`src/hdl/z_morton_block_matrix_multiply_top_macros.svh`:
```
// Assertion macros for the Z-Morton block matrix multiply top level
`ifndef Z_MORTON_BLOCK_MATRIX_MULTIPLY_TOP_MACROS_SVH
`define Z_MORTON_BLOCK_MATRIX_MULTIPLY_TOP_MACROS_SVH

// Same-cycle implication, clocked by clock and disabled in reset
`define ZMBMM_ASSERT_IMPL(label, ante, cons, msg) \
   label: assert property (@(posedge clock) disable iff (reset) (ante) |-> (cons)) \
      else $error(msg);

// Next-cycle implication, clocked by clock and disabled in reset
`define ZMBMM_ASSERT_NEXT(label, ante, cons, msg) \
   label: assert property (@(posedge clock) disable iff (reset) (ante) |=> (cons)) \
      else $error(msg);

`endif

```
`src/hdl/zmbmm_pkg.sv`:
```
// Shared types, opcodes and elaboration helpers for the Z-Morton matrix multiply
`timescale 1ns / 1ps
`default_nettype none

package zmbmm_pkg;

   localparam int INDEX_W = 8;
   localparam int VALUE_W = 32;

   typedef logic [INDEX_W-1:0]        index_type;
   typedef logic signed [VALUE_W-1:0] value_type;
   typedef logic [2:0]                opcode_type;

   localparam opcode_type OP_LOAD_A  = 3'd0;
   localparam opcode_type OP_LOAD_B  = 3'd1;
   localparam opcode_type OP_CLEAR_C = 3'd2;
   localparam opcode_type OP_MAC     = 3'd3;
   localparam opcode_type OP_READ_C  = 3'd4;

   // decoded word for the datapath (loads and C reads)
   typedef struct packed {
      logic      load_a;
      logic      load_b;
      logic      read_c;
      logic      in_range;
      index_type index;
      value_type value;
   } req_cmd_type;

   // commands that start a controller sequence
   typedef struct packed {
      logic mac;
      logic clear;
   } start_type;

   // one issue slot from the controller
   typedef struct packed {
      logic valid;  // MAC operand fetch
      logic first;  // first k step of a C element
      logic last;   // last k step, write back
      logic clear;  // zero one C entry
   } mac_cmd_type;

   // datapath status back to controller and top
   typedef struct packed {
      logic pipe_busy;
      logic rd_pend;
      logic can_accept;
   } dp_status_type;

   // number of quadrant splits before a block fits a tile
   function automatic int calc_levels(int n, int t);
      int lv;
      int m;
      lv = 0;
      m  = n;
      while (m > t && m >= 2) begin
         m  = m >> 1;
         lv = lv + 1;
      end
      return lv;
   endfunction

   // quadrant of C, A and B for each of the eight sub-products of a block
   function automatic logic [1:0] quad_c(logic [2:0] d);
      return d[2:1];
   endfunction

   function automatic logic [1:0] quad_a(logic [2:0] d);
      return {d[2], d[0]};
   endfunction

   function automatic logic [1:0] quad_b(logic [2:0] d);
      return {d[0], d[1]};
   endfunction

endpackage

`default_nettype wire

```
`src/hdl/zmbmm_ctrl.sv`:
```
// Controller: clear sweep and recursive Z-Morton MAC sequencing with address generation
`timescale 1ns / 1ps
`default_nettype none

module zmbmm_ctrl import zmbmm_pkg::*; #(
   parameter int MATRIX_SIZE = 16,
   parameter int TILE_SIZE   = 4,
   localparam int ELEM_COUNT = MATRIX_SIZE * MATRIX_SIZE,
   localparam int AW         = $clog2(ELEM_COUNT)
) (
   input  wire logic          clock,
   input  wire logic          reset,
   input  wire start_type     start,
   input  wire dp_status_type status,
   output logic               idle,
   output mac_cmd_type        cmd,
   output logic [AW-1:0]      a_addr,
   output logic [AW-1:0]      b_addr,
   output logic [AW-1:0]      c_addr
);

   localparam int LEVELS    = calc_levels(MATRIX_SIZE, TILE_SIZE);
   localparam int NL        = MATRIX_SIZE >> LEVELS;
   localparam int KW        = (NL > 1) ? $clog2(NL) : 1;
   localparam int LW        = (LEVELS > 0) ? 3 * LEVELS : 1;
   localparam int LEAF_LAST = (1 << (3 * LEVELS)) - 1;

   typedef enum logic [3:0] {
      ST_IDLE  = 4'b0001,
      ST_CLEAR = 4'b0010,
      ST_MAC   = 4'b0100,
      ST_DRAIN = 4'b1000
   } ctrl_state_type;

   ctrl_state_type state_ff, state_in;
   mac_cmd_type    cmd_ff, cmd_in;
   logic [AW-1:0]  clr_ff, clr_in;
   logic [LW-1:0]  leaf_ff, leaf_in;
   logic [KW-1:0]  i_ff, i_in, j_ff, j_in, k_ff, k_in;
   logic [AW-1:0]  a_off_ff, a_off_in, b_off_ff, b_off_in, c_off_ff, c_off_in;
   logic [AW-1:0]  a_addr_ff, a_addr_in, b_addr_ff, b_addr_in, c_addr_ff, c_addr_in;
   logic [AW-1:0]  i_row, j_row;
   logic           k_last, j_last, i_last, leaf_last, clr_last;

   assign k_last    = (k_ff == KW'(NL - 1));
   assign j_last    = (j_ff == KW'(NL - 1));
   assign i_last    = (i_ff == KW'(NL - 1));
   assign leaf_last = (leaf_ff == LW'(LEAF_LAST));
   assign clr_last  = (clr_ff == AW'(ELEM_COUNT - 1));

   // row bases inside the current tile
   assign i_row = AW'(AW'(i_ff) * AW'(NL));
   assign j_row = AW'(AW'(j_ff) * AW'(NL));

   // sequencer
   always_comb begin
      state_in  = state_ff;
      cmd_in    = '0;
      clr_in    = clr_ff;
      leaf_in   = leaf_ff;
      i_in      = i_ff;
      j_in      = j_ff;
      k_in      = k_ff;
      a_addr_in = a_off_ff + i_row + AW'(k_ff);
      b_addr_in = b_off_ff + j_row + AW'(k_ff);
      c_addr_in = c_off_ff + i_row + AW'(j_ff);
      unique case (state_ff)
         ST_IDLE: begin
            if (start.clear) begin
               state_in = ST_CLEAR;
               clr_in   = '0;
            end else if (start.mac) begin
               state_in = ST_MAC;
               leaf_in  = '0;
               i_in     = '0;
               j_in     = '0;
               k_in     = '0;
            end
         end
         ST_CLEAR: begin
            cmd_in.clear = 1'b1;
            c_addr_in    = clr_ff;
            if (clr_last) begin
               state_in = ST_DRAIN;
            end else begin
               clr_in = clr_ff + AW'(1);
            end
         end
         ST_MAC: begin
            cmd_in.valid = 1'b1;
            cmd_in.first = (k_ff == '0);
            cmd_in.last  = k_last;
            k_in         = k_last ? '0 : k_ff + KW'(1);
            if (k_last) begin
               j_in = j_last ? '0 : j_ff + KW'(1);
            end
            if (k_last && j_last) begin
               i_in = i_last ? '0 : i_ff + KW'(1);
            end
            if (k_last && j_last && i_last) begin
               leaf_in = leaf_ff + LW'(1);
               if (leaf_last) begin
                  state_in = ST_DRAIN;
               end
            end
         end
         ST_DRAIN: begin
            if (!cmd_ff.valid && !cmd_ff.clear && !status.pipe_busy) begin
               state_in = ST_IDLE;
            end
         end
         default: begin
            state_in = ST_IDLE;
         end
      endcase
   end

   // tile offsets of the next leaf: one quadrant term per recursion level
   always_comb begin
      a_off_in = '0;
      b_off_in = '0;
      c_off_in = '0;
      for (int l = 0; l < LEVELS; l++) begin
         a_off_in = a_off_in + AW'(AW'(quad_a(leaf_in[3*(LEVELS-1-l) +: 3]))
                    * AW'((MATRIX_SIZE >> (l + 1)) * (MATRIX_SIZE >> (l + 1))));
         b_off_in = b_off_in + AW'(AW'(quad_b(leaf_in[3*(LEVELS-1-l) +: 3]))
                    * AW'((MATRIX_SIZE >> (l + 1)) * (MATRIX_SIZE >> (l + 1))));
         c_off_in = c_off_in + AW'(AW'(quad_c(leaf_in[3*(LEVELS-1-l) +: 3]))
                    * AW'((MATRIX_SIZE >> (l + 1)) * (MATRIX_SIZE >> (l + 1))));
      end
   end

   // control state; reset starts the C clear sweep
   always_ff @(posedge clock) begin
      if (reset) begin
         state_ff <= ST_CLEAR;
         cmd_ff   <= '0;
         clr_ff   <= '0;
         leaf_ff  <= '0;
         i_ff     <= '0;
         j_ff     <= '0;
         k_ff     <= '0;
      end else begin
         state_ff <= state_in;
         cmd_ff   <= cmd_in;
         clr_ff   <= clr_in;
         leaf_ff  <= leaf_in;
         i_ff     <= i_in;
         j_ff     <= j_in;
         k_ff     <= k_in;
      end
   end

   // address registers
   always_ff @(posedge clock) begin
      a_off_ff  <= a_off_in;
      b_off_ff  <= b_off_in;
      c_off_ff  <= c_off_in;
      a_addr_ff <= a_addr_in;
      b_addr_ff <= b_addr_in;
      c_addr_ff <= c_addr_in;
   end

   assign idle   = (state_ff == ST_IDLE);
   assign cmd    = cmd_ff;
   assign a_addr = a_addr_ff;
   assign b_addr = b_addr_ff;
   assign c_addr = c_addr_ff;

endmodule

`default_nettype wire

```
`config.mk`:
```
export PLATFORM = sky130hd
export DESIGN_NAME = zmbmm_ctrl
export DESIGN_NICKNAME = d
export VERILOG_FILES = /design/src/hdl/z_morton_block_matrix_multiply_top_macros.svh /design/src/hdl/zmbmm_pkg.sv /design/src/hdl/zmbmm_ctrl.sv
export SDC_FILE = /design/constraint.sdc
export NUM_CORES = 1
export LEC_CHECK = 0
export BUFFER_PORTS_ARGS = -buffer_cell sky130_fd_sc_hd__buf_2
export CORE_UTILIZATION = 25
export CTS_CLUSTER_DIAMETER = 120
export DETAILED_ROUTE_END_ITERATION = 6
export GPL_TIMING_DRIVEN = 0
export PLACE_DENSITY = 0.49
export SLEW_MARGIN = 10
export SYNTH_ARGS = -nofsm -noshare
export SYNTH_HDL_FRONTEND = slang
export SYNTH_SLANG_ARGS = --single-unit
```
`constraint.sdc`:
```
create_clock -name clock -period 3.8 [get_ports clock]
set_input_delay 0.76 -clock clock [delete_from_list [all_inputs] [get_ports clock]]
set_output_delay 0.76 -clock clock [all_outputs]
set_load 0.005 [all_outputs]
```
==> impl_results.md <==
* Status: completed
* Starting density of the core at 25.9%
* # Max-Cap Violations at 0
* Seq/Total Area, Yosys at 50.8%
* Fin. Hold Viols at 0
* Worst clock skew at 0.00506 ns
* Setup violations, final at 0
* Max FO, Critical Path at 9
* LEAKAGE at 0.00105 uW
* Crit-path leading delay family: simple AND/OR/NAND/NOR gates
* CP required at 3.04 ns
* Vias at 1622
* Input/output buffers at 32
* Post-detailed-placement half-perimeter wirelength at 3290 um
* Postcts setup bufs at 0
* FF/Latch Area at 1080 sq um
* Fin crit share at 60.8%
* WP data arrival at 1.55 ns
* Max Clk Rate at 433 MHz
* Syn_nets at 219
* Worst-margin pin slew at 0.853 ns
* Min-Delay Endpoint: a_addr[6]$_DFF_P_
* First-pass GRT wire length at 7660 um
* Peak supply drop at 0.228 mV
* Max clock buf depth at 2
* Initial antenna violation count at 0
* WL/cell at 12.9 um
* Fill count at 863
* TritonRoute pass-1 iters at 4
* Reg2reg start: clr_ff[1]$_SDFFE_PP0P_
* CP max-delay cell: or4b_4
* Hold path depth at 0
* Core region area at 8220 sq um
* Final wirelength at 4520 um
* Area growth, synth to finish at 17.4%
* GPL Wtd Cong at 0.723
* Final Max Tran Viols at 0
* Origin of the worst min-delay path: a_off_ff[6]$_DFF_P_
* Num rows at 33
* YS warnings at 0
* First DRT Iteration DRCs at 71
* Worst path bufs/invs at 2
* Post-synthesis cell type count at 50
* Main area contributors after synthesis: dfxtp_1 (51%), mux2_2 (4.2%), ha_1 (3.5%)
* Root buf cell: clkbuf_8
* Crit Path Category: reg2out
* EDFF count, synth at 0
* Yosys top cell by area: dfxtp_1
* Vias in the first global route at 1529
* Reg2reg end: state_ff[3]$_SDFFE_PP0P_
* Mapped Area at 2130 sq um
* Largest net degree at the start of global routing at 16
* Worst Setup Start Kind: register
* DR vias/cell at 4.63
* H-tree levels at 2
* Hold Slack at 0.333 ns
* Post-synth top flop: dfxtp_1
* Most common cell in the synthesized netlist: dfxtp_1
* Gr ovfl total at 0
* Synth async-reset ratio at 0%
* Critical path, cell by cell: or4b_4 -> clkinv_2 -> buf_2
* Setup TNS at 0 ns
* Layout cells sized above 1 at 25.7%
* Average size of a mapped cell at 10.3 sq um
* Post-synthesis register bit count at 54
* Clock transition at path regs at 0.09 ns
* Worst setup EP type: output pin
* Slew margin rel. at 43.0%
* Die Y at 94.3 um
* # nets final at 258
* Total clock sinks at 54
* CTS tree: done
* Antenna-violating nets left at 0
* N_diodes at 0
* Residual DRC count at 0
* RSZ-0062 raised after global routing: no
* R2r worst-path depth at 6
* Worst R2R Setup Slack at 1.62 ns
* CTS Hold Bufs at 0
* Die ar. at 8890 sq um
* Power per Cell Area at 533 nW/um^2
* Clk_lat worst skew at 0.30 ns
* Post-Synthesis Cells at 206
* Final min period at 2.31 ns
* CTS Buf Count at 5
* Max incr delay on CP at 0.51 ns
* Most common library cells after synthesis: dfxtp_1 (54), nand2_1 (19), a21oi_1 (11)
* Num ports at 36
* Hold Crit Class: reg2reg
* Multi-input logic area at 951 sq um
* Synth top area share at 50.8%
* Tot GR Track Use at 11.3%
* Resized Gates After CTS at 0
* Die Span X at 94.3 um
[worst max path at each step]
stage | startpoint | to | slack (ns) | cells after the start
after global placement | clr_ff[1]$_SDFFE_PP0P_ | state_ff[3]$_SDFFE_PP0P_ | 1.65 | 6
after floorplan | state_ff[3]$_SDFFE_PP0P_ | idle | 2.03 | 2
final | state_ff[0]$_SDFFE_PP0P_ | idle | 1.49 | 3
after global routing | state_ff[0]$_SDFFE_PP0P_ | idle | 1.38 | 3
after detailed placement | clr_ff[1]$_SDFFE_PP0P_ | state_ff[3]$_SDFFE_PP0P_ | 1.67 | 6
after CTS | state_ff[0]$_SDFFE_PP0P_ | idle | 1.48 | 3
[state kept, by name, indices dropped and copies added, names as in the netlist]
signal,flops
state_ff,4
a_off_ff,3
a_addr,5
c_off_ff,1
clr_ff,8
cmd,4
j_ff,2
b_addr,7
i_ff,2
leaf_ff,6
b_off_ff,2
k_ff,2
c_addr,8
[through the flow]
step	worst slack [ns]	area, sq um	power, uW	instances	util, %
2_1_floorplan	2.03	2130	932	206	-
3_3_place_gp	1.65	2420	1040	343	29.5
3_5_place_dp	1.67	2420	1040	343	29.5
4_1_cts	1.48	2500	1340	350	30.4
5_1_grt	1.38	2500	1420	350	30.4
6_report	1.49	2500	1330	350	30.4
[layout make-up]
type | instances | share of cell area (%)
flip-flops and latches | 54 | 43.3
multi-input cells | 133 | 38.1
repair buffers | 32 | 6.41
well taps | 105 | 5.26
plain buffers | 13 | 2.90
clock buffers | 5 | 2.75
inverters | 6 | 0.951
clock inverters | 2 | 0.401
[cell usage in the layout, fill, tap and decap left out, drive strengths merged, types with 4 or more instances in the layout]
master   count
clkbuf      11
nand3        7
buf         39
nor2         8
a21oi       11
and2         6
dfxtp       54
inv          5
mux2         8
o2111ai      5
o21ai        7
nand2       20
mux2i        4
ha           6
nand2b       4
a31oi        5
[power breakdown]
part	switching [uW]	total (uW)	internal [uW]
Sequential	50.1	661	611
Combinational	226	369	142
Clock	177	301	124
[logic make-up (layout without fill, tap and decap cells)]
family,after synthesis,in the layout,synth area share (%)
adder cells (fa/ha/maj),6,6,3.53
buffers and inverters,19,58,4.53
AO/OA/AOI/OAI,48,48,16.9
AND/OR/NAND/NOR,66,66,17.8
multiplexers,12,12,6.11
XOR/XNOR,1,1,0.412
flip-flops,54,54,50.8
[per-layer routing]
metal  up-vias  track usage (%)  part of all wire [%]
li1        835                -                     -
met1       742             16.6                    55
met2        40             15.8                    40
met3         5             2.67                   4.4
met4         0             3.72                  0.97
met5         -                0                     0
[worst register-to-register path: cells and delay by family, from the launching register on]
family                   cells  cell delay [ns]
AO/OA/AOI/OAI                3             0.89
adder cells (fa/ha/maj)      1             0.20
AND/OR/NAND/NOR              1             0.16
buffers and inverters        1             0.43
flip-flops                   1             0.42
(Power assumes the default switching activity.)
